===== config.mk =====
export PLATFORM = sky130hd
export DESIGN_NAME = sorted_io_wait_timer_queue
export DESIGN_NICKNAME = d
export VERILOG_FILES = /design/src/rtl/sioq_pkg.sv /design/src/rtl/sioq_cell.sv /design/src/rtl/sorted_io_wait_timer_queue.sv
export SDC_FILE = /design/constraint.sdc
export NUM_CORES = 2
export LEC_CHECK = 0
export ABC_AREA = 1
export BUFFER_PORTS_ARGS = -buffer_cell sky130_fd_sc_hd__buf_2
export CAP_MARGIN = 20
export CORE_MARGIN = 4
export CORE_UTILIZATION = 48
export DETAILED_ROUTE_END_ITERATION = 16
export PLACE_DENSITY_LB_ADDON = 0.05
export SETUP_SLACK_MARGIN = 0.02
export SYNTH_ARGS = -nofsm -noshare
export SYNTH_HDL_FRONTEND = slang
export SYNTH_SLANG_ARGS = --single-unit
export TNS_END_PERCENT = 20

===== constraint.sdc =====
create_clock -name clk -period 8.88 [get_ports clk]
set_input_delay 0.888 -clock clk [delete_from_list [all_inputs] [get_ports clk]]
set_output_delay 0.888 -clock clk [all_outputs]
set_load 0.05 [all_outputs]

===== src/rtl/sioq_pkg.sv =====
`default_nettype none

package sioq_pkg;

  localparam int QUEUE_DEPTH = 16;
  localparam int MAX_REL     = 16;
  localparam int PROC_W      = 8;
  localparam int TIME_W      = 20;
  localparam int BURST_W     = 16;
  localparam int REL_CNT_W   = $clog2(MAX_REL);

  localparam logic [TIME_W-1:0] TIME_MAX = {TIME_W{1'b1}};

  localparam logic KIND_ADD   = 1'b0;
  localparam logic KIND_CHECK = 1'b1;

  localparam logic [1:0] ST_ADDED    = 2'd0;
  localparam logic [1:0] ST_RELEASED = 2'd1;
  localparam logic [1:0] ST_FULL     = 2'd2;

  typedef struct packed {
    logic [PROC_W-1:0] proc_id;
    logic [TIME_W-1:0] ret_time;
  } entry_t;

  typedef struct packed {
    logic ins;
    logic shl;
  } cell_ctrl_t;

  typedef enum logic {
    S_IDLE,
    S_REL
  } fsm_t;

endpackage

`default_nettype wire


===== src/rtl/sioq_cell.sv =====
`default_nettype none

module sioq_cell (
  input  wire                  clk,
  input  wire                  rst_n,
  input  sioq_pkg::cell_ctrl_t ctrl,
  input  sioq_pkg::entry_t     new_entry,
  input  wire                  left_keep,
  input  sioq_pkg::entry_t     left_entry,
  input  wire                  left_vld,
  input  sioq_pkg::entry_t     right_entry,
  input  wire                  right_vld,
  output sioq_pkg::entry_t     entry,
  output logic                 vld,
  output logic                 keep
);
  import sioq_pkg::*;

  entry_t entry_r, entry_nxt;
  logic   vld_r, vld_nxt;

  // keep: occupied and due no later than the new entry
  assign keep  = vld_r && (entry_r.ret_time <= new_entry.ret_time);
  assign entry = entry_r;
  assign vld   = vld_r;

  always_comb begin
    entry_nxt = entry_r;
    vld_nxt   = vld_r;
    if (ctrl.ins && !keep) begin
      if (left_keep) begin
        entry_nxt = new_entry;
        vld_nxt   = 1'b1;
      end else begin
        entry_nxt = left_entry;
        vld_nxt   = left_vld;
      end
    end else if (ctrl.shl) begin
      entry_nxt = right_entry;
      vld_nxt   = right_vld;
    end
  end

  always_ff @(posedge clk) begin
    entry_r <= entry_nxt;
    if (!rst_n) begin
      vld_r <= 1'b0;
    end else begin
      vld_r <= vld_nxt;
    end
  end

endmodule

`default_nettype wire


===== src/rtl/sorted_io_wait_timer_queue.sv =====
`default_nettype none

// Sorted I/O wait queue built as a row of cells, front at cell 0, held in
// return-time order (ties keep arrival order). An add beat is taken when
// the result register is free: the return time now_time + burst_time
// (saturated) is compared in every cell at once and the row opens a gap in
// that cycle; one result beat answers it (added, or dropped when all cells
// are full). A check beat then releases, one beat per cycle while the result
// register is free (low out_tready stalls it), each front entry whose return
// time equals now_time, up to 16 per check, the last marked by out_tlast; a
// check that finds nothing due gives no beat. No new input beat is taken
// while a check is releasing, so a check holds the input until its due
// entries have been released (or it finds nothing due), and also while
// out_tready is low.
module sorted_io_wait_timer_queue (
  input  wire         clk,
  input  wire         rst_n,
  input  wire         in_tvalid,
  output logic        in_tready,
  input  wire  [47:0] in_tdata,   // proc_id[7:0], now_time[27:8], burst_time[43:28], zero
  input  wire         in_tuser,   // kind
  output logic        out_tvalid,
  input  wire         out_tready,
  output logic [31:0] out_tdata,  // out_proc_id[7:0], ret_time[27:8], zero
  output logic [1:0]  out_tuser,  // status
  output logic        out_tlast
);
  import sioq_pkg::*;

  fsm_t state_r, state_nxt;

  logic [PROC_W-1:0]    in_proc;
  logic [TIME_W-1:0]    in_now;
  logic [BURST_W-1:0]   in_burst;
  logic [TIME_W:0]      sum;
  entry_t               new_entry;
  logic                 in_acc;

  logic [TIME_W-1:0]    now_r;
  logic [REL_CNT_W-1:0] cnt_r, cnt_nxt;

  entry_t               cell_entry [QUEUE_DEPTH];
  logic [QUEUE_DEPTH-1:0] cell_vld;
  logic [QUEUE_DEPTH-1:0] cell_keep;
  cell_ctrl_t           ctrl;

  logic                 out_free;
  logic                 due;
  logic                 rel_last;

  logic                 out_vld_r;
  entry_t               out_entry_r, out_entry_nxt;
  logic [1:0]           out_st_r, out_st_nxt;
  logic                 out_last_r, out_last_nxt;
  logic                 out_load;

  assign in_proc  = in_tdata[PROC_W-1:0];
  assign in_now   = in_tdata[PROC_W +: TIME_W];
  assign in_burst = in_tdata[PROC_W+TIME_W +: BURST_W];

  assign sum = {1'b0, in_now} + {{(TIME_W+1-BURST_W){1'b0}}, in_burst};
  assign new_entry.proc_id  = in_proc;
  assign new_entry.ret_time = sum[TIME_W] ? TIME_MAX : sum[TIME_W-1:0];

  assign out_free  = !out_vld_r || out_tready;
  assign in_tready = (state_r == S_IDLE) && out_free;
  assign in_acc    = in_tvalid && in_tready;

  assign due      = cell_vld[0] && (cell_entry[0].ret_time == now_r);
  assign rel_last = !(cell_vld[1] && (cell_entry[1].ret_time == now_r)) ||
                    (cnt_r == REL_CNT_W'(MAX_REL - 1));

  genvar gi;
  generate
    for (gi = 0; gi < QUEUE_DEPTH; gi++) begin : g_cell
      sioq_cell u_cell (
        .clk        (clk),
        .rst_n      (rst_n),
        .ctrl       (ctrl),
        .new_entry  (new_entry),
        .left_keep  ((gi == 0) ? 1'b1 : cell_keep[(gi == 0) ? 0 : gi-1]),
        .left_entry (cell_entry[(gi == 0) ? 0 : gi-1]),
        .left_vld   ((gi == 0) ? 1'b0 : cell_vld[(gi == 0) ? 0 : gi-1]),
        .right_entry(cell_entry[(gi == QUEUE_DEPTH-1) ? gi : gi+1]),
        .right_vld  ((gi == QUEUE_DEPTH-1) ? 1'b0 :
                     cell_vld[(gi == QUEUE_DEPTH-1) ? gi : gi+1]),
        .entry      (cell_entry[gi]),
        .vld        (cell_vld[gi]),
        .keep       (cell_keep[gi])
      );
    end
  endgenerate

  always_comb begin
    state_nxt = state_r;
    unique case (state_r)
      S_IDLE: begin
        if (in_acc && (in_tuser == KIND_CHECK)) begin
          state_nxt = S_REL;
        end
      end
      S_REL: begin
        if (!due || (out_free && rel_last)) begin
          state_nxt = S_IDLE;
        end
      end
      default: state_nxt = S_IDLE;
    endcase
  end

  always_comb begin
    ctrl          = '0;
    out_load      = 1'b0;
    out_entry_nxt = out_entry_r;
    out_st_nxt    = out_st_r;
    out_last_nxt  = out_last_r;
    cnt_nxt       = cnt_r;
    unique case (state_r)
      S_IDLE: begin
        cnt_nxt = '0;
        if (in_acc && (in_tuser == KIND_ADD)) begin
          ctrl.ins      = !cell_vld[QUEUE_DEPTH-1];
          out_load      = 1'b1;
          out_entry_nxt = new_entry;
          out_st_nxt    = cell_vld[QUEUE_DEPTH-1] ? ST_FULL : ST_ADDED;
          out_last_nxt  = 1'b1;
        end
      end
      S_REL: begin
        if (due && out_free) begin
          ctrl.shl      = 1'b1;
          out_load      = 1'b1;
          out_entry_nxt = cell_entry[0];
          out_st_nxt    = ST_RELEASED;
          out_last_nxt  = rel_last;
          cnt_nxt       = cnt_r + 1'b1;
        end
      end
      default: begin
        cnt_nxt = '0;
      end
    endcase
  end

  always_ff @(posedge clk) begin
    if (in_acc) begin
      now_r <= in_now;
    end
    if (out_load) begin
      out_entry_r <= out_entry_nxt;
      out_st_r    <= out_st_nxt;
      out_last_r  <= out_last_nxt;
    end
    if (!rst_n) begin
      state_r   <= S_IDLE;
      cnt_r     <= '0;
      out_vld_r <= 1'b0;
    end else begin
      state_r <= state_nxt;
      cnt_r   <= cnt_nxt;
      if (out_load) begin
        out_vld_r <= 1'b1;
      end else if (out_tready) begin
        out_vld_r <= 1'b0;
      end
    end
  end

  assign out_tvalid = out_vld_r;
  assign out_tdata  = {{(32-PROC_W-TIME_W){1'b0}}, out_entry_r.ret_time, out_entry_r.proc_id};
  assign out_tuser  = out_st_r;
  assign out_tlast  = out_last_r;

`ifndef NO_ASSERTIONS
  a_occupancy_contiguous: assert property (@(posedge clk) disable iff (!rst_n)
    ((cell_vld >> 1) & ~cell_vld) == '0)
    else $error("occupied cells not contiguous from the front");

  a_full_drop_keeps_row: assert property (@(posedge clk) disable iff (!rst_n)
    (in_acc && (in_tuser == KIND_ADD) && cell_vld[QUEUE_DEPTH-1]) |=> $stable(cell_vld))
    else $error("dropped add changed the row");

  a_no_intake_while_releasing: assert property (@(posedge clk) disable iff (!rst_n)
    (state_r == S_REL) |-> !in_tready)
    else $error("input taken during release");

  a_add_answer_is_last: assert property (@(posedge clk) disable iff (!rst_n)
    (out_vld_r && (out_st_r != ST_RELEASED)) |-> out_last_r)
    else $error("add answer not marked last");
`endif

endmodule

`default_nettype wire


Word level (Yosys, flattened, before mapping). Index checks and enable logic that the tools add are counted.

Flip-flop bits (word level): 521. Input port bits: 53.

Add/sub/neg operators: 2. Order comparisons: 16. Equality and inequality tests: 5. Muxes and demuxes: 116. Bitwise logic cells: 2. Reduce and logical (&&, ||, !) cells: 81.

Operator list (number): two-way mux 28 bit (47); <= comparator 20 bit (16); two-way mux 1 bit (58); one-hot mux 28 bit (2 select lines) (1); == test 20 bit (2); logical AND 1 bit (40); nonzero test 2 bit (17); adder 20 x 16 -> 21 bit (1); zero test 1 bit (20); two-way mux 20 bit (1); one-hot mux 4 bit (2 select lines) (1); two-way mux 2 bit (3); one-hot mux 1 bit (2 select lines) (3); adder 4 x 1 -> 4 bit (second input constant) (1); == test 4 bit (second input constant) (1); two-way mux 4 bit (1); inequality test 2 x 1 -> 1 bit (second input constant) (2); one-hot mux 2 bit (2 select lines) (1); logical OR 1 bit (3); AND reduction 3 bit (1); NOT 1 bit (2).

Longest topological paths before layout.
Depth in word-level cells: 9. Gate-level depth with buffers: 31. Gate-level depth less buffers: 28.

Hierarchy. A second synthesis with hierarchy kept.

Cell total of the unflattened synthesis: 4779. Area total of the unflattened synthesis: 37886.3 µm².

By module, submodules not included: sioq_cell (instances 16, cells each 261, area each 2093.3 µm²); sorted_io_wait_timer_queue (instances 1, cells each 603, area each 4394.2 µm²).

Least setup slack after synthesis. OpenSTA, ideal clock, no wires.

Path kind: input port to flip-flop. Start point: input port in_tdata[8]. End point: register g_cell[9].u_cell.entry_r, in the netlist g_cell[9].u_cell.entry[0], enable pin. Setup time: 451 ps. Arrival time: 4982 ps. Required time: 8429 ps. Path slack: 3446 ps. Stages: 25. Buffers on the path: 2. Path through: ha_1 -> fa_1 -> nand2_1 -> nand3_1 -> nand2_1 -> inv_1 -> nand2_1 -> nand2_1 -> nand2_1 -> nand2_2 -> nand2_4 -> inv_2 -> buf_12 -> nor2_1 -> ha_1 -> nand2_1 -> nor2_1 -> a21boi_0 -> nor2_1 -> nand3_1 -> nand2_1 -> nand2_1 -> nand2_1 -> clkbuf_1 -> nand2_1.

Longest elaborated chain between the ends: 7.

RTL lines: start: declaration (RTL line sorted_io_wait_timer_queue.sv:20) `input wire [47:0] in_tdata,`; adder 20 x 16 -> 21 bit (RTL line sorted_io_wait_timer_queue.sv:61) `assign sum = {1'b0, in_now} + {{(TIME_W+1-BURST_W){1'b0}}, in_burst};`; two-way mux 20 bit (RTL line sorted_io_wait_timer_queue.sv:63) `assign new_entry.ret_time = sum[TIME_W] ? TIME_MAX : sum[TIME_W-1:0];`; <= comparator 20 bit (RTL line sioq_cell.sv:23) `assign keep = vld_r && (entry_r.ret_time <= new_entry.ret_time);`; logical AND 1 bit (RTL line sioq_cell.sv:23); zero test 1 bit (RTL line sioq_cell.sv:30) `if (ctrl.ins && !keep) begin`; logical AND 1 bit (RTL line sioq_cell.sv:30); nonzero test 2 bit (no line); end signal: assignment (RTL line sioq_cell.sv:45) `entry_r <= entry_nxt;`; end: declaration (RTL line sioq_cell.sv:19) `entry_t entry_r, entry_nxt;`.

No other way between the ends. A chain may end at the register's enable or synchronous reset.

==> out/results.txt <==
Clock Skew - 21.5 ps
H-tree depth reported by CTS - 2
total clock buffers created by CTS - 60
number of global-route vias before repair - 29500
pin slew with the least headroom to its limit - 1100 ps
mean instance size in the synthesized netlist - 7.97 sq um
Synth Area in Adders - 11.5%
total wirelength of the detailed-routed design - 127000 um
dominant combinational cell family by area after synthesis - simple AND/OR/NAND/NOR gates
Ant. Diodes - 0
most used cell along the critical path - sky130_fd_sc_hd__nand2_1
gp weighted congestion - 0.946
Total Nets Final - 4741
result of the run - finished clean
number of DRC markers after the initial detailed-route iteration - 3622
initial antenna violation count - 0
slack of the worst reg-to-reg path - 4830 ps
most common flop cell mapped by yosys - sky130_fd_sc_hd__edfxtp_1
required arrival time at the worst endpoint - 9370 ps
buffers inserted by post-CTS timing repair - 0
worst voltage drop across the vdd grid - 153 uV
critical path startpoint category - input pin
post-cts repair resize count - 0
buffer cell driving the clock tree root - sky130_fd_sc_hd__clkbuf_16
static leakage - 16.7 nW
number of synthesized flops with an enable pin - 499
DR WL/cell - 23.7 um
number of pins with negative max-slew slack in the final report - 0
largest fanout on the critical path - 32
clock slew seen by the registers of the worst setup and hold paths - 70 ps
maximum count of clock buffers along a single path - 3
TNS Setup - 0 ps
data arrival time of the critical path - 7140 ps
overall routing resource usage - 32.4%
Post-Synthesis Cells - 4333
number of detailed-route iterations in the first pass - 6
HPWL after detailed placement - 92700 um
Fill cells - 6929
via count - 31200
critical path capture point type - flop
share of layout cells above drive strength 1 - 7.26%
largest net degree at the start of global routing - 58
maximum single-stage delay on the critical path - 860 ps
setup repair after global routing missed its margin - false
path type of the worst min-delay path - input pin to flop
worst slew slack as a fraction of its limit - 26.2%
critical path's slowest cell - sky130_fd_sc_hd__inv_1
final critical-path share of the clock period - 74.8%
Power per Cell Area - 195 nW/um^2
die extent in x - 276 um
clock period minus final worst setup slack - 6650 ps
final cell utilization of the core - 53.2%
Via-to-Cell Ratio - 5.81
number of warnings issued by yosys - 0
total of buffers placed on input and output ports - 81
clock network latency to the later pin of the worst-skew pair - 660 ps
simple-gate share of the synthesized area - 22.5%
cell area after layout - 38000 sq um
DRC - 0
Synth Area in Compound Gates - 14.9%
standard-cell row count - 98
synthesized area - 34500 sq um
placeable core region - 71400 sq um
first-pass GRT wire length - 191000 um
fraction of the yosys area taken by sequential cells - 44.7%
global-route congestion overflow total - 0
critical path class - input pin to flop
TritonCTS sink count - 521
vertical die dimension - 276 um
Placed Instance Area - 36000 sq um
post-cts hold buffer count - 0
distinct cell type count after synthesis - 45
number of maximum-capacitance violations - 0
number of setup violations in the final report - 0
Die Area - 76300 sq um
fraction of synthesized cell area in xor and xnor cells - 0.304%
growth of design area from synthesis to finish - 10.0%
share of synthesized flip-flops with an asynchronous set or reset - 0%
count of antenna-violating nets left after detailed routing - 0
post-synthesis mux area share - 0%
Max Clock Freq - 150 MHz
initial core utilization - 48.4%
clock tree from TritonCTS - built
number of flip-flops and latches in the synthesized netlist - 521
I/O pin cnt - 90
Hold Fails Final Rpt - 0
==> final timing paths <==
kind                                                  from                          to  cells past startpoint
worst min-delay path                          in_tdata[20]                   now_r[12]                      1
worst max-delay path                           in_tdata[8]  g_cell[2].u_cell.entry[14]                     28
worst min register to register                    cnt_r[3]                    cnt_r[3]                      2
worst max register to register  g_cell[2].u_cell.entry[19]  g_cell[2].u_cell.entry[14]                     14
==> state kept, by name, summed over array words and instances (netlist names) <==
register and cells:
now_r 20, g_cell.u_cell.vld 16, state_r 1, cnt_r 4, out_tlast 1, out_tvalid 1
out_tuser 2, g_cell.u_cell.entry 448, out_tdata 28
==> where the power goes <==
part	total, mW	switching, mW	internal [mW]
Combinational	1.77	1.25	0.517
Sequential	3.04	0.138	2.90
Clock	2.59	1.10	1.49
Total	7.40	2.49	4.91
==> Yosys cell counts (2+ instances only) <==
cell | number | share of area, %
sky130_fd_sc_hd__a21boi_0 | 11 | 0.24
sky130_fd_sc_hd__a21boi_1 | 2 | 0.043
sky130_fd_sc_hd__a21boi_2 | 2 | 0.065
sky130_fd_sc_hd__a21o_1 | 18 | 0.39
sky130_fd_sc_hd__a21oi_1 | 419 | 6.1
sky130_fd_sc_hd__a21oi_2 | 6 | 0.15
sky130_fd_sc_hd__a221oi_1 | 2 | 0.051
sky130_fd_sc_hd__buf_1 | 11 | 0.12
sky130_fd_sc_hd__buf_2 | 78 | 1.1
sky130_fd_sc_hd__buf_4 | 14 | 0.30
sky130_fd_sc_hd__buf_6 | 3 | 0.098
sky130_fd_sc_hd__clkbuf_1 | 90 | 0.98
sky130_fd_sc_hd__clkbuf_2 | 3 | 0.043
sky130_fd_sc_hd__clkinv_1 | 2 | 0.022
sky130_fd_sc_hd__dfxtp_1 | 22 | 1.3
sky130_fd_sc_hd__edfxtp_1 | 499 | 43
sky130_fd_sc_hd__ha_1 | 317 | 11
sky130_fd_sc_hd__inv_1 | 289 | 3.1
sky130_fd_sc_hd__inv_2 | 16 | 0.17
sky130_fd_sc_hd__nand2_1 | 1237 | 13
sky130_fd_sc_hd__nand2_2 | 8 | 0.14
sky130_fd_sc_hd__nand3_1 | 148 | 2.1
sky130_fd_sc_hd__nand3b_1 | 3 | 0.065
sky130_fd_sc_hd__nand4_1 | 17 | 0.31
sky130_fd_sc_hd__nor2_1 | 536 | 5.8
sky130_fd_sc_hd__nor2_2 | 7 | 0.13
sky130_fd_sc_hd__nor2_4 | 5 | 0.16
sky130_fd_sc_hd__nor3_1 | 4 | 0.058
sky130_fd_sc_hd__nor4_1 | 2 | 0.036
sky130_fd_sc_hd__o211ai_1 | 2 | 0.043
sky130_fd_sc_hd__o21a_1 | 2 | 0.043
sky130_fd_sc_hd__o21ai_0 | 456 | 6.6
sky130_fd_sc_hd__o21ai_1 | 71 | 1.0
sky130_fd_sc_hd__o21bai_1 | 4 | 0.087
sky130_fd_sc_hd__o22ai_1 | 4 | 0.072
sky130_fd_sc_hd__or2_2 | 4 | 0.072
sky130_fd_sc_hd__xnor2_1 | 9 | 0.23
sky130_fd_sc_hd__xor2_1 | 3 | 0.076
==> metal layers <==
layer  vias to the layer above  GRT usage, %  wire, um
met5                         -             0         0
met4                         0          10.8      4880
met3                       233          4.29     11000
met2                      1387          49.8     55400
met1                     14900          47.6     55900
li1                      14700             -         -
==> cell families after synthesis <==
group	count (synthesis)
xor+xnor	12
other cells	1
compound gates	999
fa+ha+maj	318
simple gates	1975
buf+inv	507
flops	521
==> layout make-up <==
type	instances	area, sq um	area share [%]
clock buffers	74	1620	4.25
repair buffers	172	1130	2.97
flip-flops and latches	521	15400	40.6
well taps	950	1190	3.13
multi-input cells	3308	17100	45.0
inverters	307	1150	3.03
clock inverters	39	394	1.04
==> worst max-delay path: cells and delay by family <==
family / cells / cell delay [ps]
simple gates: 16 / 2330
compound gates: 3 / 660
fa+ha+maj: 3 / 1100
buf+inv: 6 / 2100
==> per-stage QoR <==
step / worst slack, ps / power [mW] / hold WS, ps / instances
2_1_floorplan: 3450 / 4.15 / 469 / 4336
3_3_place_gp: 1840 / 4.78 / 503 / 5256
3_5_place_dp: 1660 / 4.81 / 510 / 5257
4_1_cts: 2340 / 7.38 / 418 / 5370
5_1_grt: 1850 / 7.73 / 442 / 5371
6_report: 2230 / 7.40 / 432 / 5371
==> cells in the final DEF (no fill, tap or decap), types with 11 or more instances in the layout <==
master / instances
sky130_fd_sc_hd__clkbuf_16: 61
sky130_fd_sc_hd__o21ai_1: 71
sky130_fd_sc_hd__clkinv_2: 12
sky130_fd_sc_hd__inv_2: 16
sky130_fd_sc_hd__a21boi_0: 11
sky130_fd_sc_hd__a21o_1: 18
sky130_fd_sc_hd__a21oi_1: 415
sky130_fd_sc_hd__clkinv_1: 16
sky130_fd_sc_hd__inv_1: 289
sky130_fd_sc_hd__buf_2: 81
sky130_fd_sc_hd__nand2_1: 1237
sky130_fd_sc_hd__buf_4: 89
sky130_fd_sc_hd__ha_1: 317
sky130_fd_sc_hd__nand4_1: 17
sky130_fd_sc_hd__edfxtp_1: 499
sky130_fd_sc_hd__nor2_1: 535
sky130_fd_sc_hd__o21ai_0: 456
sky130_fd_sc_hd__dfxtp_1: 21
sky130_fd_sc_hd__nand3_1: 147
(Power assumes the default switching activity.)
